File: config.mk
export PLATFORM = sky130hd
export DESIGN_NAME = sumc_ram
export DESIGN_NICKNAME = d
export VERILOG_FILES = /design/src/sumc_ram.sv
export SDC_FILE = /design/constraint.sdc
export NUM_CORES = 1
export LEC_CHECK = 0
export BUFFER_PORTS_ARGS = -buffer_cell sky130_fd_sc_hd__buf_2
export CORE_ASPECT_RATIO = 1.1
export CORE_MARGIN = 2
export CORE_UTILIZATION = 60
export DETAILED_ROUTE_END_ITERATION = 12
export PLACE_DENSITY = 0.89
export SYNTH_ARGS = -nofsm -noshare
export SYNTH_HDL_FRONTEND = slang
export SYNTH_SLANG_ARGS = --single-unit
File: constraint.sdc
create_clock -name aclk -period 9.9 [get_ports aclk]
set_clock_uncertainty 0.05 [all_clocks]
set_input_delay 1.98 -clock aclk [delete_from_list [all_inputs] [get_ports aclk]]
set_output_delay 1.98 -clock aclk [all_outputs]
set_load 0.03 [all_outputs]
File: src/sumc_ram.sv
`default_nettype none
// ----------------------------------------------------------------------------
// sumc_ram
// Generic simple dual-port RAM: one write port, one registered read port.
// ----------------------------------------------------------------------------
module sumc_ram #(
    parameter int WIDTH = 32,
    parameter int DEPTH = 16
) (
    input  wire logic                     aclk,
    input  wire logic                     we,
    input  wire logic [$clog2(DEPTH)-1:0] waddr,
    input  wire logic [WIDTH-1:0]         wdata,
    input  wire logic [$clog2(DEPTH)-1:0] raddr,
    output logic      [WIDTH-1:0]         rdata
);

    logic [WIDTH-1:0] mem [DEPTH];

    always_ff @(posedge aclk) begin
        if (we) begin
            mem[waddr] <= wdata;
        end
        rdata <= mem[raddr];
    end

endmodule
`default_nettype wire

# Word level (Yosys, flattened, before mapping)
# Memory sizes are Yosys's and may differ from the RTL's. A register that Yosys moved wholly into a read port is not among the register bits.
# Index checks and enable logic that the tools add are counted.
op_classes:
  mux: 2
op_table:
  columns: ["cell", "n"]
  rows:
  - ["two-way mux 1 bit", 2]
word_totals:
  mem_bits_rw: 512
  wordCells: 3
  out_inout_bits: 32
  in_bits: 42
  regBits: 0
  n_memories: 1
memory_table:
  columns: ["name", "depth", "word_bits", "rd", "rd_clocked_by_memory_dff", "wr", "line_no", "text"]
  rows:
  - ["mem", 16, 32, 1, 1, 1, "18", "logic [WIDTH-1:0] mem [DEPTH];"]

# Depth between registers and ports, before layout
# Gate-level depths: netlist (run 1).
depth:
  word_depth: 2
  mapped_depth: 5
  ltp_nobuf: 3

# Worst setup path after synthesis (run 1)
# Ideal clock, no wire load.
synth_timing:
  kind: "input port to flip-flop"
  from: "input port waddr[2]"
  to: "memory mem[0][0] (enable)"
  path_stages: 2
  path_buffers: 0
  t_required_ns: 9.389
  setup_slack_ns: 4.690
  setup_ns: 0.461
  t_arrival_ns: 4.698
  cell_sequence: "or3b_2 nor3_1"
synth_lines:
  columns: ["item", "line_no", "text"]
  rows:
  - ["from (decl)", "12", "input wire logic [$clog2(DEPTH)-1:0] waddr,"]
  - ["to (decl)", "18", null]
# Straight into the memory's write port.

==> results.txt, run 1 <==
----------------------------------------------------
[Worst setup path]
  Worst-path maximum fanout ... 75
  WS Path Type ... in2reg
  Worst Setup End Kind ... flop
  Startpoint type of the worst setup path ... primary input
  Required time of the critical path ... 10.30 ns
  Worst EP arrival ... 4.69 ns

[Route]
  Vias after detailed routing ... a little under 10k
  Via density per instance ... between 6 and 7
  Total DRC errors in the routed layout ... 0
  Routed wire length ... roughly 46 mm
  Wire per inst ... 32.6 um
  1st-pass router iterations ... 6
  Post-route antenna net violation count ... 0
  Initial DRC count ... 1,416

[Final layout]
  Area added between synthesis and finish ... 13.3%
  Nets ... roughly 980
  Final-layout fill cell count ... 1,873
  Final std cell area, no fill ... 22,500 um^2
  Commonest non-fill, non-tap cells in the layout ... sky130_fd_sc_hd__edfxtp_1 (512), sky130_fd_sc_hd__mux4_2 (128), sky130_fd_sc_hd__buf_2 (71), sky130_fd_sc_hd__a22oi_1 (64), sky130_fd_sc_hd__clkbuf_16 (51)
  Fraction of layout cells with a size suffix above 1 ... 32.3%
  Leading cell type in the layout, fill and taps excluded ... sky130_fd_sc_hd__edfxtp_1

[Floorplan]
  Initial Util ... 61.2%
  Placement row count ... 69
  Count of boundary I/O pins ... 74
  Overall die height ... about 200 um
  DIE AREA ... between 30,000 and 40,000 um^2
  Area of the placeable core ... 32,500 um^2
  Horizontal extent of the die ... 177 um

[Logic synthesis]
  Number of nets in the synthesized netlist ... 880
  Summed instance area of the synthesized netlist ... 19,900 um^2
  Number of flip-flops and latches in the synthesized netlist ... 544
  Synth warn ... 0
  Synth cell types ... 18
  Number of standard cells after synthesis ... about 840
  Sequential fraction of the synthesis area ... 80.7%
  Mean Syn Cell Area ... 23.7 um^2

[GRT]
  First-pass GRT wire length ... 67.4 mm
  Number of global-route vias before repair ... 10.1k
  Total GRT Usage ... 27.7%
  Met2 global-route usage ... 44.6%
  Pin count of the biggest net entering global routing ... 76
  Total grt overflow ... 0
  Met3 usage in global routing ... 5.11%
  Most utilized layer in the global route result ... met2
  GR Layer Usage met1 ... 38.1%
  Initial antenna violation count ... 5

[CTS]
  Number of setup buffers added after CTS ... 0
  CTS hold repair buffers ... 0
  H-tree Lvls ... 2
  Number of buffers created by CTS ... slightly below 50
  Clock tree root driver cell ... sky130_fd_sc_hd__clkbuf_16
  Clock tree from TritonCTS ... built
  Number of instances resized during post-cts repair ... 0
  Maximum root-to-sink buffer count ... 3
  Insertion delay of the later-clocked pin in the worst-skew pair ... 0.58 ns
  Clock transition at the register clock pins on the worst setup and hold paths after CTS ... 0.07 ns
  Sink count of the clock tree ... 544

[STA]
  Fin crit share ... 43.4%
  Fin worst setup slack ... 5.60 ns
  Headroom to the max-slew limit ... 21.5%
  Setup-violating endpoint count in the final report ... 0
  Hold Worst Slack ... 0.618 ns
  Final count of pins violating max slew ... 0
  Max Fclk ... 0.233 GHz
  Setup repair after global routing missed its margin ... no
  Minimum period implied by the final worst setup slack ... 4.30 ns
  Fin. Hold Viols ... 0
  Pin slew with the least headroom to its limit ... ~1.2 ns
  Total negative setup slack ... 0 ns

[Place]
  Half-perimeter wire length after detailed placement ... 20.5 mm
  Placed Area ... 20,800 um^2
  Count of buffers inserted at the top-level ports ... 73
  Post-placement worst setup slack ... roughly 5.0 ns
  Routability cong. ... 0.707

[Hold path]
  Tightest Hold Check Type ... reg2reg

[Outcome]
  Result of the run ... complete, no violations

[Pwr]
  Leakage ... 7.24 nW
  Worst IR Drop VDD ... about 0.00013 V
  PwrDens ... roughly 210 nW/um^2

[Flow run]
  Max-cap check violation count ... 0

----------------------------------------------------
[synthesized netlist by cell type]
library cell                 n  area [um^2]
sky130_fd_sc_hd__clkbuf_1   17         63.8
sky130_fd_sc_hd__nand2_1    33          124
sky130_fd_sc_hd__nand3b_1    2         15.0
sky130_fd_sc_hd__nor3_1      4         20.0
sky130_fd_sc_hd__nor2_1     13         48.8
sky130_fd_sc_hd__buf_2       4         20.0
sky130_fd_sc_hd__nand2b_1    2         12.5
sky130_fd_sc_hd__and2_1      1         6.26
sky130_fd_sc_hd__nand3_1     1         5.00
sky130_fd_sc_hd__buf_6       2         22.5
sky130_fd_sc_hd__a22oi_1    64          480
sky130_fd_sc_hd__nor2b_1     2         12.5
sky130_fd_sc_hd__dfxtp_1    32          641
sky130_fd_sc_hd__buf_4      11         82.6
sky130_fd_sc_hd__buf_1       9         33.8
sky130_fd_sc_hd__edfxtp_1  512        15400
sky130_fd_sc_hd__or3b_2      1         8.76
sky130_fd_sc_hd__mux4_2    128         2880
[kinds of logic (layout without fill, tap and decap cells)]
family	Yosys count	after routing	synth area share, %
buf+inv	43	185	1.12
flops	544	544	80.7
compound gates	64	64	2.42
mux	128	128	14.5
other cells	0	3	0
simple gates	59	59	1.27
[report_power, final]
part | internal (mW) | total [mW] | leakage (nW) | switching, mW
Combinational | 0.0907 | 0.253 | 1.54 | 0.163
Clock | 1.13 | 1.96 | 0.808 | 0.829
Sequential | 2.57 | 2.59 | 4.89 | 0.0201
Total | 3.79 | 4.80 | 7.24 | 1.01
[final cells by class]
type / count / area [um^2] / area share (%)
antenna: 3 / 7.51 / 0.0334
clock buffer: 66 / 1360 / 6.06
clock inverter: 25 / 297 / 1.32
multi-input combinational: 251 / 3750 / 16.7
sequential: 544 / 16000 / 71.2
tap: 426 / 533 / 2.37
timing repair buffer: 94 / 534 / 2.37
[routing by layer]
layer	share of wire, %	vias up
met1	35	4973
met2	51	739
li1	-	3769
met3	11	130
met5	0.033	-
met4	3.8	4
[flip-flops by register name, indices dropped and copies added (netlist names)]
register,flops
mem,512
rdata,32
[path summary, 6_finish.rpt]
check                                           from                end  slack, ns  depth (start not counted)
worst max register to register   mem[2][8]$_DFFE_PP_   rdata[8]$_DFF_P_       8.44                          3
worst min register to register  mem[15][7]$_DFFE_PP_   rdata[7]$_DFF_P_       0.62                          3
worst max-delay path                        raddr[0]  rdata[29]$_DFF_P_       5.60                          5
worst min-delay path            mem[15][7]$_DFFE_PP_   rdata[7]$_DFF_P_       0.62                          3
[critical path, stage by stage]
cell	delay (ns)
sky130_fd_sc_hd__clkbuf_8	0.70
sky130_fd_sc_hd__buf_4	0.95
sky130_fd_sc_hd__mux4_2	0.63
sky130_fd_sc_hd__a22oi_1	0.26
sky130_fd_sc_hd__nand2_1	0.11
[per-stage QoR]
stage / cells / util [%] / total power, mW
floorplan: 838 / - / 2.79
finish: 1409 / 69.3 / 4.80
detailed placement: 1315 / 64.2 / 2.89
CTS: 1406 / 69.3 / 4.82
global route: 1409 / 69.3 / 4.92
global placement: 1315 / 64.2 / 2.87
Note: power is estimated with default switching activity, not from simulation.
==> run 2, diff against run 1 <==
Clock period 9.9 ns to 4.4 ns, I/O delays scaled along.
==> results.txt, run 2 (same netlist as run 1, synthesis figures left out) <==
----------------------------------------------------
[STA]
  Setup repair after global routing missed its margin ... no
  Setup-violating endpoint count in the final report ... 0 (unchanged)
  Fin. Hold Viols ... 0 (unchanged)
  Minimum period implied by the final worst setup slack ... approximately 2.5 ns
  Total negative setup slack ... 0 ns (unchanged)
  Final count of pins violating max slew ... 0 (unchanged)
  Headroom to the max-slew limit ... 23.7% (+2.2 points)
  Pin slew with the least headroom to its limit ... 1.14 ns (-0.0357 ns)
  Fin crit share ... 55.9%
  Hold Worst Slack ... 0.623 ns (+0.00448 ns)
  Max Fclk ... 0.407 GHz

[Worst setup path]
  Path length in cells of the critical path ... 4 (-1)
  Worst path max stage delay ... 0.83 ns (-0.12 ns)
  Capture point of the critical path ... mem[9][24]$_DFFE_PP_
  Worst EP arrival ... 2.66 ns (-2.03 ns)
  WS Path Type ... in2reg
  Largest delay contributor family on the critical path ... simple AND/OR/NAND/NOR gates
  Worst reg2reg endpoint ... rdata[21]$_DFF_P_
  Total buffers and inverters traversed by the critical path ... 2 (unchanged)
  Startpoint type of the worst setup path ... primary input
  Max stage delay cell, worst path ... sky130_fd_sc_hd__nor2_4
  Required time of the critical path ... 4.60 ns (-5.70 ns)
  Number of cells on the worst reg-to-reg path ... 3 (unchanged)
  Slack of the worst reg-to-reg path ... 2.88 ns (-5.56 ns)
  FF-to-FF Start ... mem[3][21]$_DFFE_PP_
  Critical path origin ... waddr[1]
  Worst Setup End Kind ... flop
  Sequence of cells on the critical path ... buf_2 -> nand2b_1 -> nor2_4 -> buf_4
  Worst-path maximum fanout ... 22 (-71%)

[Final layout]
  Largest registers ... mem: 512 flops, rdata: 32 flops
  Commonest non-fill, non-tap cells in the layout ... sky130_fd_sc_hd__edfxtp_1 (512), sky130_fd_sc_hd__mux4_2 (128), sky130_fd_sc_hd__buf_2 (71), sky130_fd_sc_hd__a22oi_1 (64), sky130_fd_sc_hd__clkbuf_16 (51)
  Largest register FFs ... 512 (unchanged)
  Count of placed standard cells in the final layout, fillers left out ... 1,407 (-0.14%)
  Area added between synthesis and finish ... 12.7%
  Diodes inserted ... 0 (-3)
  Final std cell area, no fill ... 22,400 um^2 (-0.53%)
  Fraction of layout cells with a size suffix above 1 ... 31.8% (-0.54 points)
  Leading cell type in the layout, fill and taps excluded ... sky130_fd_sc_hd__edfxtp_1
  Largest reg by FF count ... mem
  Nets ... 983 (+0.10%)

[Route]
  Total DRC errors in the routed layout ... 0 (unchanged)
  Vias after detailed routing ... 9,386 (-2.4%)
  1st-pass router iterations ... 6 (unchanged)
  Wire per inst ... 30.6 um (-6.2%)
  Routed wire length ... 43.0 mm (-6.3%)
  Via density per instance ... 6.67 (-2.2%)
  Initial DRC count ... 1,212 (-14%)
  Post-route antenna net violation count ... 0 (unchanged)

[CTS]
  Maximum root-to-sink buffer count ... 3 (unchanged)
  Number of setup buffers added after CTS ... 0 (unchanged)
  Sink count of the clock tree ... 544 (unchanged)
  Number of buffers created by CTS ... 49 (unchanged)
  CTS hold repair buffers ... 0 (unchanged)
  Number of instances resized during post-cts repair ... 0 (unchanged)
  Insertion delay of the later-clocked pin in the worst-skew pair ... 0.58 ns (about the same)
  H-tree Lvls ... 2 (unchanged)
  Clock tree root driver cell ... sky130_fd_sc_hd__clkbuf_16
  Clock tree from TritonCTS ... built
  Clock transition at the register clock pins on the worst setup and hold paths after CTS ... 0.06 ns (about the same)

[Pwr]
  Worst IR Drop VDD ... 0.000341 V (+160%)
  Leakage ... 7.19 nW (-0.76%)
  PwrDens ... 469 nW/um^2 (+120%)

[GRT]
  Total GRT Usage ... 25.8% (-1.9 points)
  Pin count of the biggest net entering global routing ... 56 (-26%)
  Number of global-route vias before repair ... 10.0k (-1.1%)
  First-pass GRT wire length ... 64.1 mm (-4.9%)
  Total grt overflow ... 0 (unchanged)
  Initial antenna violation count ... 0 (-5)

[Place]
  Half-perimeter wire length after detailed placement ... 21.9 mm (+6.8%)
  Placed insts ... 1,316 (+0.076%)
  Count of buffers inserted at the top-level ports ... 73 (unchanged)
  Placed Area ... 20,900 um^2 (+0.16%)
  Routability cong. ... 0.698 (-1.3%)

[Flow run]
  Max-cap check violation count ... 0 (unchanged)

[Floorplan]
  Horizontal extent of the die ... 177 um (unchanged)
  Overall die height ... 195 um (unchanged)
  Placement row count ... 69 (unchanged)
  DIE AREA ... 34,600 um^2 (unchanged)
  Area of the placeable core ... 32,500 um^2 (unchanged)
  Initial Util ... 61.2% (unchanged)
  Count of boundary I/O pins ... 74 (unchanged)

[Outcome]
  Result of the run ... complete, no violations

[Hold path]
  Min-Delay Path Depth ... 3 (unchanged)
  Tightest Hold Check Type ... reg2reg

----------------------------------------------------
==> run 2: cell count changes in the layout (fill, tap and decap cells not counted), sizes merged <==
cell	delta
bufinv	-4
buf	+1
diode	-3
clkbuf	+1
clkinv	+3
==> run 2: tightest hold or removal path, stage by stage, from the launching register on <==
cell and delay, ns:
sky130_fd_sc_hd__edfxtp_1 0.31, sky130_fd_sc_hd__mux4_2 0.22, sky130_fd_sc_hd__a22oi_1 0.06, sky130_fd_sc_hd__nand2_1 0.05
==> run 2: cell type report <==
type,count,area (um^2)
clock buffer,67,1350
clock inverter,24,169
fill,1883,10100
multi-input combinational,251,3750
sequential,544,16000
tap,426,533
timing repair buffer,95,567
==> run 2: worst min path at each step <==
stage	startpoint	end	slack, ns
3_5_place_dp	mem[14][5]$_DFFE_PP_	rdata[5]$_DFF_P_	0.61
4_1_cts	wdata[13]	mem[9][13]$_DFFE_PP_	0.61
3_3_place_gp	mem[14][14]$_DFFE_PP_	rdata[14]$_DFF_P_	0.60
2_1_floorplan	mem[14][0]$_DFFE_PP_	rdata[0]$_DFF_P_	0.58
6_report	mem[14][5]$_DFFE_PP_	rdata[5]$_DFF_P_	0.62
5_1_grt	mem[14][1]$_DFFE_PP_	rdata[1]$_DFF_P_	0.64
==> run 2: routing by layer <==
metal | wire (um) | vias up | part of all wire [%] | global-route usage, %
met4 | 1380 | 0 | 3.2 | 9.17
met3 | 3460 | 115 | 8.0 | 5.09
met1 | 15900 | 4910 | 37 | 34.7
met5 | 0 | - | 0 | 0
li1 | - | 3777 | - | -
met2 | 22200 | 584 | 52 | 42.7
==> run 2: power by group <==
| part | leakage, nW | total [mW] | internal (mW) | switching [mW] |
|---|---|---|---|---|
| logic | 1.55 | 0.575 | 0.207 | 0.368 |
| clock network | 0.742 | 4.08 | 2.26 | 1.82 |
| registers | 4.89 | 5.83 | 5.79 | 0.0402 |
==> run 2: stage by stage <==
step / util, % / total power, mW / setup WS (ns)
floorplan: - / 6.28 / 0.290
global placement: 64.3 / 6.47 / 1.49
detailed placement: 64.3 / 6.50 / 1.45
CTS: 68.9 / 10.5 / 1.99
global route: 68.9 / 10.7 / 1.89
finish: 68.9 / 10.5 / 1.94
