$ cat config.mk
export PLATFORM = sky130hd
export DESIGN_NAME = sumc_divider
export DESIGN_NICKNAME = d
export VERILOG_FILES = /design/src/sumc_pkg.sv /design/src/sumc_divider.sv
export SDC_FILE = /design/constraint.sdc
export NUM_CORES = 1
export LEC_CHECK = 0
export ABC_AREA = 1
export BUFFER_PORTS_ARGS = -buffer_cell sky130_fd_sc_hd__buf_2
export CORE_MARGIN = 5
export CORE_UTILIZATION = 63
export CTS_CLUSTER_DIAMETER = 50
export DETAILED_ROUTE_END_ITERATION = 6
export PLACE_DENSITY = 0.87
export SYNTH_ARGS = -nofsm -noshare
export SYNTH_HDL_FRONTEND = slang
export SYNTH_SLANG_ARGS = --single-unit
export TNS_END_PERCENT = 1
$ cat constraint.sdc
create_clock -name aclk -period 4.8 [get_ports aclk]
set_input_delay 0.48 -clock aclk [delete_from_list [all_inputs] [get_ports aclk]]
set_output_delay 0.48 -clock aclk [all_outputs]
set_load 0.05 [all_outputs]
$ cat src/sumc_pkg.sv
`default_nettype none
// ----------------------------------------------------------------------------
// sumc_pkg
// Shared constants, result codes and helpers of the segmented machine core.
// ----------------------------------------------------------------------------
package sumc_pkg;

    localparam int SEG_COUNT = 128;
    localparam int SEG_WORDS = 4096;
    localparam int REG_COUNT = 8;

    localparam int WORD_W = 32;
    localparam int ID_W   = $clog2(SEG_COUNT);
    localparam int OFF_W  = $clog2(SEG_WORDS);
    localparam int LEN_W  = OFF_W + 1;
    localparam int CNT_W  = $clog2(SEG_COUNT + 1);
    localparam int ADDR_W = ID_W + OFF_W;
    localparam int REG_AW = $clog2(REG_COUNT);

    typedef enum logic [2:0] {
        ST_EXEC   = 3'd0,
        ST_HALT   = 3'd1,
        ST_WAIT   = 3'd2,
        ST_FAULT  = 3'd3,
        ST_LOADED = 3'd4
    } status_t;

    typedef enum logic [3:0] {
        F_NONE       = 4'd0,
        F_BAD_OP     = 4'd1,
        F_DIV_ZERO   = 4'd2,
        F_UNMAPPED   = 4'd3,
        F_OFFSET     = 4'd4,
        F_OUT_RANGE  = 4'd5,
        F_NO_ID      = 4'd6,
        F_TOO_LARGE  = 4'd7,
        F_UNMAP_ZERO = 4'd8,
        F_PROG_FULL  = 4'd9
    } fault_t;

    typedef enum logic [3:0] {
        OP_CMOV  = 4'd0,
        OP_LOAD  = 4'd1,
        OP_STORE = 4'd2,
        OP_ADD   = 4'd3,
        OP_MUL   = 4'd4,
        OP_DIV   = 4'd5,
        OP_NAND  = 4'd6,
        OP_HALT  = 4'd7,
        OP_MAP   = 4'd8,
        OP_UNMAP = 4'd9,
        OP_OUT   = 4'd10,
        OP_IN    = 4'd11,
        OP_LOADP = 4'd12,
        OP_LOADI = 4'd13
    } opcode_t;

    localparam logic [7:0] NEWLINE = 8'd10;

    // free id stack entry before its first write
    function automatic logic [ID_W-1:0] stk_reset(input logic [ID_W-1:0] idx);
        logic [ID_W:0] v;
        v = (ID_W+1)'(SEG_COUNT - 1) - {1'b0, idx};
        return v[ID_W-1:0];
    endfunction

endpackage
`default_nettype wire

$ cat src/sumc_divider.sv
`default_nettype none
// ----------------------------------------------------------------------------
// sumc_divider
// Restoring unsigned divider, one quotient bit per cycle.
// ----------------------------------------------------------------------------
module sumc_divider (
    input  wire logic                       aclk,
    input  wire logic                       aresetn,
    input  wire logic                       start,
    input  wire logic [sumc_pkg::WORD_W-1:0] dividend,
    input  wire logic [sumc_pkg::WORD_W-1:0] divisor,
    output logic                            done,
    output logic      [sumc_pkg::WORD_W-1:0] quotient
);
    import sumc_pkg::*;

    localparam int STEP_W = $clog2(WORD_W + 1);

    logic [WORD_W-1:0] rem_reg, rem_next;
    logic [WORD_W-1:0] quo_reg, quo_next;
    logic [WORD_W-1:0] dsr_reg, dsr_next;
    logic [STEP_W-1:0] step_reg, step_next;
    logic              busy_reg, busy_next;
    logic              done_reg, done_next;
    logic [WORD_W:0]   trial;
    logic [WORD_W:0]   shifted;

    always_comb begin
        rem_next  = rem_reg;
        quo_next  = quo_reg;
        dsr_next  = dsr_reg;
        step_next = step_reg;
        busy_next = busy_reg;
        done_next = done_reg;
        shifted   = {rem_reg, quo_reg[WORD_W-1]};
        trial     = shifted - {1'b0, dsr_reg};
        if (start) begin
            rem_next  = '0;
            quo_next  = dividend;
            dsr_next  = divisor;
            step_next = '0;
            busy_next = 1'b1;
            done_next = 1'b0;
        end else if (busy_reg) begin
            if (!trial[WORD_W]) begin
                rem_next = trial[WORD_W-1:0];
                quo_next = {quo_reg[WORD_W-2:0], 1'b1};
            end else begin
                rem_next = shifted[WORD_W-1:0];
                quo_next = {quo_reg[WORD_W-2:0], 1'b0};
            end
            step_next = step_reg + 1'b1;
            if (step_reg == STEP_W'(WORD_W - 1)) begin
                busy_next = 1'b0;
                done_next = 1'b1;
            end
        end
    end

    always_ff @(posedge aclk) begin
        if (!aresetn) begin
            busy_reg <= 1'b0;
            done_reg <= 1'b0;
            step_reg <= '0;
        end else begin
            busy_reg <= busy_next;
            done_reg <= done_next;
            step_reg <= step_next;
        end
        rem_reg <= rem_next;
        quo_reg <= quo_next;
        dsr_reg <= dsr_next;
    end

    assign done     = done_reg;
    assign quotient = quo_reg;

endmodule
`default_nettype wire

# Yosys cells after proc, flatten, opt, wreduce, memory -nomap -nowiden
# Cells that the tools add are included.
totals:
  ff_bits: 104
  latch_bits: 0
  ramBits: 0
  mem_bits_ro: 0
  in_bits: 67
  out_inout_bits: 33
  n_memories: 0
classes:
  addsub: 2
  multipliers: 0
  div: 0
  magnitude_cmp: 0
  eq_ne: 1
  shift: 0
  n_mux: 7
  n_bitwise: 1
  n_reduce_logical: 3
op_table:
  columns: ["op", "count"]
  rows:
  - ["$mux W32", 3]
  - ["$sub A33 B32 Y33", 1]
  - ["$add A6 B1 Y6 const B", 1]
  - ["$eq A6 B5 Y1 const B", 1]
  - ["$mux W1", 4]
  - ["$reduce_and A2 Y1", 1]
  - ["$reduce_bool A2 Y1", 1]
  - ["$reduce_or A2 Y1", 1]
  - ["$not A1 Y1", 1]

# Depth between registers and ports, before layout
# Gate-level depths: netlist of run 1.
logic_depth:
  depth_word: 4
  ltp_mapped: 18
  depth_no_buf: 17

# Least setup slack after synthesis of run 1
# OpenSTA, ideal clock, no wires.
synth_timing:
  kind: "flip-flop to flip-flop"
  start: "register quo_reg[31] (netlist: quotient[31])"
  end: "register quo_reg[0] (netlist: quotient[0]) (data pin)"
  setup_time_ns: 0.264
  arrival_ns: 2.389
  required_ns: 4.536
  path_slack_ns: 2.146
  path_stages_with_launch: 17
  path_buffers: 1
  synth_period_minus_slack_ns: 2.654
  path_cell_list: "edfxtp_1 inv_1 ha_1 fa_1 inv_1 nand2_1 nand2_1 nand3_1 nand2_1 nand2_1 nand2_1 nand2_1 nand2_2 nand2_1 nand2_2 buf_6 o21ai_1"
synth_between:
  elab_chain_cells: 4
synth_rtl:
  columns: ["item", "line_no", "source"]
  rows:
  - ["start, declared", "sumc_divider.sv:20", "logic [WORD_W-1:0] quo_reg, quo_next;"]
  - ["start signal, assigned", "sumc_divider.sv:71", "quo_reg <= quo_next;"]
  - ["$sub A33 B32 Y33", "sumc_divider.sv:36", "trial = shifted - {1'b0, dsr_reg};"]
  - ["$mux W1", "sumc_divider.sv:45", "if (!trial[WORD_W]) begin"]
  - ["$mux W32", "sumc_divider.sv:44", "end else if (busy_reg) begin"]
  - ["$mux W32", "sumc_divider.sv:37", "if (start) begin"]
  - ["net quo_next[0]", "sumc_divider.sv:20", null]
# The timed path passes the listed nets, and every way through them passes these cells. The select of a mux whose other input is x is not followed.
# A chain may end at the register's enable or synchronous reset.

# Final worst setup path of run 1
layout_timing:
  start: "register quo_reg[31] (netlist: quotient[31])"
  end: "register rem_reg[5]"
layout_between:
  elab_chain_cells: 2
layout_rtl:
  columns: ["item", "line_no", "source"]
  rows:
  - ["$sub A33 B32 Y33", "sumc_divider.sv:36", null]
  - ["$mux W32", "sumc_divider.sv:45", null]
  - ["end signal, assigned", "sumc_divider.sv:70", "rem_reg <= rem_next;"]
  - ["end, declared", "sumc_divider.sv:19", "logic [WORD_W-1:0] rem_reg, rem_next;"]
# Every way passes these cells.

==> qor.txt, run 1 <==
GLOBAL ROUTE
------------------------------------------------------------------------------------
GR Util All Layers ....................................................        0.267
Antenna violations before repair ......................................            0
Number of global-route vias before repair .............................         6215
GR Overflow Total .....................................................            0
Global-route wire length before repair ................................      27.9 mm
Pin count of the biggest net entering global routing ..................           59

SETUP PATH
------------------------------------------------------------------------------------
Launching element type of the critical path ...........................     register
Crit path DAT .........................................................      3.22 ns
Critical path endpoint category .......................................     register
Type of the worst setup path .......................................... register to register
Path depth of the worst reg2reg path ..................................           17
Critical Path RT ......................................................      5.10 ns
Maximum fanout encountered on the critical timing path ................           33

CLOCKING
------------------------------------------------------------------------------------
Number of levels in the clock H-tree ..................................            3
Num Clock Sinks .......................................................          104
Number of buffers inserted during clock tree synthesis ................            9
Root Driver ........................................................... sky130_fd_sc_hd__clkbuf_8
Number of buffers on the longest clock path ...........................            2
Number of setup buffers added after CTS ...............................            0
Clock latency on the worst-skew pair ..................................      0.40 ns
Post-cts resize count .................................................            0
Number of buffers inserted for hold repair after clock tree synthesis .            0
Worst-path clk slew ...................................................      0.11 ns
TritonCTS clock tree ..................................................        built

DRT
------------------------------------------------------------------------------------
Detailed-route DRC error count ........................................            0
1st-iter DRT viols ....................................................          425
DR vias ...............................................................         6404
Average wire length per cell after detail routing .....................      12.8 um
Wire length reported by the detailed router ...........................      16.4 mm
Avg Vias per Cell .....................................................         4.99
Number of optimization iterations in the first detailed-route pass ....            5
Number of nets with antenna violations after detailed routing .........            0

PLACE
------------------------------------------------------------------------------------
Number of input and output port buffers inserted ......................           99
DP Cell Count .........................................................         1267
HPWL after DPL ........................................................      12.4 mm
Area of placed instances ..............................................    7480 um^2
GP Congestion .........................................................        0.979

STA
------------------------------------------------------------------------------------
Total setup violations reported at the end of the flow ................            0
Fin Hold WS ...........................................................     0.250 ns
Minimum period implied by the final worst setup slack .................      2.92 ns
Max-slew headroom .....................................................        0.372
Setup tns final .......................................................         0 ns
Worst clock skew ......................................................    0.0142 ns
Fin. max-slew vios ....................................................            0
Post-route fraction of the period consumed by the critical path .......        0.609
Final Hold Violating Endpoints ........................................            0
Worst slew pin tran ...................................................     0.941 ns
Unrepaired setup endpoints after global routing .......................        false
Max Clock Freq ........................................................    0.342 GHz

SYNTHESIS
------------------------------------------------------------------------------------
EDFF count, synth .....................................................           64
Syn_nets ..............................................................         1143
Top cells by area in the synthesized netlist .......................... sky130_fd_sc_hd__edfxtp_1 28%, sky130_fd_sc_hd__nand2_1 26%, sky130_fd_sc_hd__dfxtp_1 12%
Synthesized area per cell .............................................    6.60 um^2
Synth cell types ......................................................           30
Area share of the leading cell type in the synthesized netlist ........        0.280
Synthesis warning total ...............................................            0
Fraction of registers with async set or reset after synthesis .........            0
Synthesized instance count ............................................         1042
Post-synthesis cell type with the largest combined area ............... sky130_fd_sc_hd__edfxtp_1
Top_reg_cell synth .................................................... sky130_fd_sc_hd__edfxtp_1
Register bit count reported by yosys ..................................          104
Seq/Total Area, Yosys .................................................        0.396
Area of the mapped netlist ............................................    6880 um^2

FLOORPLANNING
------------------------------------------------------------------------------------
Number of cell rows ...................................................           38
Area inside the core boundary .........................................   10700 um^2
Die width .............................................................       114 um
Initial standard-cell utilization of the core .........................        0.640
Die area ..............................................................   13100 um^2
Die boundary height ...................................................       114 um
Total I/O pin count ...................................................          100

MIN PATH
------------------------------------------------------------------------------------
Type of the most critical hold path ................................... input pin to register
Number of cells on the worst hold path ................................            1

FINAL LAYOUT
------------------------------------------------------------------------------------
Non-filler cells, final ...............................................         1283
Non-Filler Cell Area, Final ...........................................    7650 um^2
Ratio of cells with drive above 1 in the final layout .................        0.118
Count of antenna diodes in the layout .................................            0
Area added between synthesis and finish ...............................        11.3%
Number of nets in the layout ..........................................         1239

POWER AND IR DROP
------------------------------------------------------------------------------------
Switching part of the total power .....................................        0.319
Sequential cell fraction of total power ...............................        0.542
Fraction of power consumed by combinational cells .....................        0.186
Clock network fraction of total power .................................        0.272
Pleak .................................................................   0.00435 uW
Worst vdd ir ..........................................................     0.242 mV
Net switching power of the design .....................................       609 uW
Internal Power ........................................................      1300 uW
Power density over the cells ..........................................  250 nW/um^2

STATUS
------------------------------------------------------------------------------------
Result of the run ..................................................... finished clean

JOB
------------------------------------------------------------------------------------
Max-cap check violation count .........................................            0

[placed cells by master, fill, tap and decap left out, drive strengths merged]
cell / synthesis / final
and2: 6 / 6
edfxtp: 64 / 64
nor3b: 1 / 1
clkinv: 2 / 5
o21bai: 1 / 1
a31oi: 2 / 2
buf: 5 / 103
inv: 213 / 216
xnor2: 11 / 11
nor3: 14 / 14
dfxtp: 40 / 40
a21o: 2 / 2
nand4: 6 / 6
nand3: 59 / 59
a21oi: 21 / 21
xor2: 4 / 4
nor2: 50 / 50
o21ai: 7 / 7
nand2: 485 / 485
and3: 2 / 2
fa: 1 / 1
ha: 33 / 33
clkbuf: 13 / 9
clkinvlp: 0 / 1
[area by class of cell]
type | count | area [um^2]
inverters | 215 | 807
multi-input cells | 705 | 3250
fillers | 914 | 3090
clock buffers | 9 | 124
flip-flops and latches | 104 | 2720
clock inverters | 7 | 51.3
repair buffers | 103 | 526
well taps | 140 | 175
[cell families (layout without fill, tap and decap cells)]
kind of cell,after synthesis,after routing,share of synthesized area
fa+ha+maj,34,34,0.0630
simple gates,623,623,0.364
buf+inv,233,334,0.133
flops,104,104,0.396
xor+xnor,15,15,0.0191
compound gates,33,33,0.0255
[synth_stat cells (3+ instances only)]
master / number
sky130_fd_sc_hd__clkbuf_1: 13
sky130_fd_sc_hd__xor2_1: 4
sky130_fd_sc_hd__dfxtp_1: 40
sky130_fd_sc_hd__buf_6: 5
sky130_fd_sc_hd__ha_1: 33
sky130_fd_sc_hd__nand2_2: 3
sky130_fd_sc_hd__xnor2_1: 11
sky130_fd_sc_hd__a21oi_1: 21
sky130_fd_sc_hd__nand4_1: 6
sky130_fd_sc_hd__o21ai_1: 6
sky130_fd_sc_hd__and2_1: 6
sky130_fd_sc_hd__edfxtp_1: 64
sky130_fd_sc_hd__nand3_1: 58
sky130_fd_sc_hd__nor2_2: 3
sky130_fd_sc_hd__nor3_1: 13
sky130_fd_sc_hd__nor2_1: 47
sky130_fd_sc_hd__inv_1: 207
sky130_fd_sc_hd__inv_2: 6
sky130_fd_sc_hd__nand2_1: 481
[path summary, 6_finish.rpt]
kind | startpoint | end | slack, ns
hold reg to reg | rem_reg[11] | rem_reg[11] | 0.47
hold / removal | divisor[4] | dsr_reg[4] | 0.25
setup reg to reg | quotient[31] | rem_reg[5] | 1.88
setup / recovery | quotient[31] | rem_reg[5] | 1.88
[stage by stage]
stage	total power, uW	setup slack [ns]	util
detailed placement	1410	1.89	0.696
floorplan	1300	2.15	-
finish	1910	1.88	0.712
CTS	1920	1.84	0.712
global placement	1400	2.09	0.696
global route	2000	1.60	0.712
[per-layer routing]
metal / wire length (um) / up-vias / share of wire / track usage
li1: - / 3325 / - / -
met1: 7200 / 2804 / 0.44 / 0.335
met2: 7440 / 241 / 0.45 / 0.437
met3: 1390 / 34 / 0.084 / 0.0788
met4: 408 / 0 / 0.025 / 0.0942
met5: 0 / - / 0 / 0
[power groups by stage]
stage | Combinational (uW) | Clock (uW) | Sequential (uW)
floorplan | 153 | 0 | 1150
global placement | 347 | 0 | 1050
detailed placement | 354 | 0 | 1050
CTS | 354 | 529 | 1040
global route | 391 | 570 | 1040
finish | 355 | 519 | 1040
[critical path, cell delays in order, from the launching register on]
cell,delay (ns)
sky130_fd_sc_hd__edfxtp_1,0.36
sky130_fd_sc_hd__inv_1,0.06
sky130_fd_sc_hd__ha_1,0.22
sky130_fd_sc_hd__fa_1,0.39
sky130_fd_sc_hd__inv_1,0.09
sky130_fd_sc_hd__nand2_1,0.07
sky130_fd_sc_hd__nand2_1,0.11
sky130_fd_sc_hd__nand3_1,0.08
sky130_fd_sc_hd__nand2_1,0.13
sky130_fd_sc_hd__nand2_1,0.07
sky130_fd_sc_hd__nand2_1,0.10
sky130_fd_sc_hd__nand2_1,0.11
sky130_fd_sc_hd__nand2_2,0.09
sky130_fd_sc_hd__nand2_1,0.06
sky130_fd_sc_hd__nand2_2,0.52
sky130_fd_sc_hd__nand2_1,0.13
sky130_fd_sc_hd__nand3_1,0.15
sky130_fd_sc_hd__nand2_1,0.08
Note: power is estimated with default switching activity, not from simulation.
==> run 2, diff against run 1 <==
--- a/config.mk
+++ b/config.mk
@@ -8,10 +8,10 @@
 export ABC_AREA = 1
 export BUFFER_PORTS_ARGS = -buffer_cell sky130_fd_sc_hd__buf_2
 export CORE_MARGIN = 5
-export CORE_UTILIZATION = 63
+export CORE_UTILIZATION = 53
 export CTS_CLUSTER_DIAMETER = 50
 export DETAILED_ROUTE_END_ITERATION = 6
-export PLACE_DENSITY = 0.87
+export PLACE_DENSITY = 0.78
 export SYNTH_ARGS = -nofsm -noshare
 export SYNTH_HDL_FRONTEND = slang
 export SYNTH_SLANG_ARGS = --single-unit
==> constraint.sdc (replaced) <==
create_clock -name aclk -period 2.5 [get_ports aclk]
set_input_delay 0.25 -clock aclk [delete_from_list [all_inputs] [get_ports aclk]]
set_output_delay 0.25 -clock aclk [all_outputs]
set_load 0.05 [all_outputs]
==> qor.txt, run 2 (synthesis gave the netlist of run 1 again) <==
FINAL LAYOUT
------------------------------------------------------------------------------------
Count of antenna diodes in the layout .................................            0   unchanged
Number of nets in the layout ..........................................         1249   +0.81%
Ratio of cells with drive above 1 in the final layout .................        0.134   +0.0155
Area added between synthesis and finish ...............................        15.9%
Most common cell after layout, fill and taps aside .................... sky130_fd_sc_hd__nand2_1
Non-filler cells, final ...............................................         1325   +3.3%
Most frequent cells in the layout ..................................... 479 x sky130_fd_sc_hd__nand2_1, 206 x sky130_fd_sc_hd__inv_1, 99 x sky130_fd_sc_hd__buf_2
Final core occ ........................................................        0.629   -0.0831
Non-Filler Cell Area, Final ...........................................    7970 um^2   +4.2%

POWER AND IR DROP
------------------------------------------------------------------------------------
Power density over the cells ..........................................  531 nW/um^2   +110%
Final Power ...........................................................      4230 uW   +120%
Worst vdd ir ..........................................................     0.430 mV   +77%
Pleak .................................................................   0.00448 uW   +2.9%

SETUP PATH
------------------------------------------------------------------------------------
Reg-to-reg startpoint ................................................. quotient[31]
Crit path DAT .........................................................      2.45 ns   -0.77 ns
Path depth of the worst reg2reg path ..................................           16   -1
Slowest CP cell ....................................................... sky130_fd_sc_hd__edfxtp_1
Family with the most delay on the worst path .......................... simple AND/OR/NAND/NOR gates
Critical path startpoint .............................................. quotient[31]
Critical path endpoint category .......................................     register
Buffer and inverter count on the worst path ...........................            3   +1
Launching element type of the critical path ...........................     register
Ordered list of cells on the worst path ............................... inv_1, ha_2, fa_2, inv_2, nand2_1, nand2_1, nand3_1, nand2_1, nand2_1, nand2_2, nand2_2, nand2_2, nand2_1, nand2_2, buf_12, o21ai_1
Critical Path RT ......................................................      2.60 ns   -2.50 ns
CP endpoint ...........................................................  quotient[0]
Setup slack of the worst register-to-register path ....................      0.15 ns   -1.73 ns
Delay of the slowest critical-path stage ..............................      0.34 ns   -0.18 ns
Reg-to-Reg End ........................................................  quotient[0]
Type of the worst setup path .......................................... register to register
Depth of the critical timing path with buffers and inverters included .           16   -1
Crit path top cell by count ........................................... sky130_fd_sc_hd__nand2_1
Maximum fanout encountered on the critical timing path ................           20   -39%

CLOCKING
------------------------------------------------------------------------------------
Root Driver ........................................................... sky130_fd_sc_hd__clkbuf_16
Number of setup buffers added after CTS ...............................            0   unchanged
Number of buffers inserted for hold repair after clock tree synthesis .            0   unchanged
Num Clock Sinks .......................................................          104   unchanged
Post-cts resize count .................................................            0   unchanged
Worst-path clk slew ...................................................      0.08 ns   -0.03 ns
Number of buffers inserted during clock tree synthesis ................            9   unchanged
Number of levels in the clock H-tree ..................................            3   unchanged
Clock latency on the worst-skew pair ..................................      0.36 ns   -0.04 ns
Number of buffers on the longest clock path ...........................            2   unchanged
TritonCTS clock tree ..................................................        built

STA
------------------------------------------------------------------------------------
Post-route fraction of the period consumed by the critical path .......        0.939   +0.331
Minimum period implied by the final worst setup slack .................      2.35 ns   -0.574 ns
Worst slew pin tran ...................................................     0.457 ns   -0.484 ns
Fin. max-slew vios ....................................................            0   unchanged
Worst clock skew ......................................................    0.0121 ns   -0.00206 ns
Max Clock Freq ........................................................    0.426 GHz   +24%
Max-slew headroom .....................................................        0.695   +0.323
Total setup violations reported at the end of the flow ................            0   unchanged
Final Hold Violating Endpoints ........................................            0   unchanged
Fin Hold WS ...........................................................    0.0594 ns   -0.191 ns

DRT
------------------------------------------------------------------------------------
1st-iter DRT viols ....................................................          403   -5.2%
Avg Vias per Cell .....................................................         4.74   -5.0%
Average wire length per cell after detail routing .....................      12.4 um   -3.3%
Number of nets with antenna violations after detailed routing .........            0   unchanged
Detailed-route DRC error count ........................................            0   unchanged
DR vias ...............................................................         6280   -1.9%
Wire length reported by the detailed router ...........................      16.4 mm   -0.15%
Number of optimization iterations in the first detailed-route pass ....            5   unchanged

MIN PATH
------------------------------------------------------------------------------------
Type of the most critical hold path ................................... input pin to register

FLOORPLANNING
------------------------------------------------------------------------------------
Die boundary height ...................................................       124 um   +8.2%
Die area ..............................................................   15400 um^2   +17%
Initial standard-cell utilization of the core .........................        0.543   -0.0972
Die width .............................................................       124 um   +8.2%
Number of cell rows ...................................................           41   +7.9%
Area inside the core boundary .........................................   12700 um^2   +18%
Total I/O pin count ...................................................          100   unchanged

JOB
------------------------------------------------------------------------------------
Max-cap check violation count .........................................            0   unchanged

GLOBAL ROUTE
------------------------------------------------------------------------------------
Pin count of the biggest net entering global routing ..................           41   -31%
GR Overflow Total .....................................................            0   unchanged
Antenna violations before repair ......................................            0   unchanged
Number of global-route vias before repair .............................         6159   -0.90%
GR Util All Layers ....................................................        0.232   -0.0344
Global-route wire length before repair ................................      28.1 mm   +0.82%

PLACE
------------------------------------------------------------------------------------
Area of placed instances ..............................................    7610 um^2   +1.8%
HPWL after DPL ........................................................      12.8 mm   +2.6%
GP Congestion .........................................................        0.967   -1.2%
DP Cell Count .........................................................         1309   +3.3%
Number of input and output port buffers inserted ......................           99   unchanged

STATUS
------------------------------------------------------------------------------------
Result of the run ..................................................... finished clean

==> run 2: changes by cell type in the layout (fill, tap and decap cells not counted), moves of 2 or more <==
cell                        change
sky130_fd_sc_hd__clkbuf_16     +10
sky130_fd_sc_hd__clkbuf_8       -9
sky130_fd_sc_hd__buf_4          +8
sky130_fd_sc_hd__ha_1           -2
sky130_fd_sc_hd__ha_2           +2
sky130_fd_sc_hd__inv_6          -2
sky130_fd_sc_hd__nand2_1        -2
sky130_fd_sc_hd__nand2_2        +2
==> run 2: where the power goes <==
| group | switching (uW) | internal [uW] |
|---|---|---|
| Clock | 691 | 860 |
| Sequential | 47.7 | 1940 |
| Combinational | 497 | 197 |
==> run 2: area by class of cell <==
cell class              instances  area, um^2
fillers                      1230        4700
flip-flops and latches        104        2720
inverters                     215         807
well taps                     172         215
clock buffers                  10         250
multi-input cells             705        3270
clock inverters                 6        83.8
repair buffers                113         617
==> run 2: metal layers <==
metal,up-vias,track usage,routed length [um],part of all wire
met5,-,0,0,0
met4,0,0.0637,267,0.016
met3,21,0.0658,1230,0.075
met2,171,0.381,7300,0.44
met1,2744,0.302,7610,0.46
li1,3344,-,-,-
==> run 2: stage by stage <==
step	setup slack, ns	setup TNS (ns)
after floorplan	-0.0380	-0.0380
after global placement	0.199	0
after detailed placement	0.128	0
after CTS	0.0995	0
after global routing	-0.00110	-0.00167
final	0.151	0
==> run 2: worst min-delay path by stage <==
| stage | start | endpoint | slack, ns | depth (start not counted) |
|---|---|---|---|---|
| floorplan | divisor[0] | dsr_reg[0] | 0.35 | 0 |
| global placement | divisor[3] | dsr_reg[3] | 0.43 | 1 |
| detailed placement | divisor[4] | dsr_reg[4] | 0.43 | 1 |
| CTS | divisor[25] | dsr_reg[25] | 0.05 | 1 |
| global route | divisor[25] | dsr_reg[25] | 0.04 | 1 |
| finish | divisor[30] | dsr_reg[30] | 0.06 | 1 |
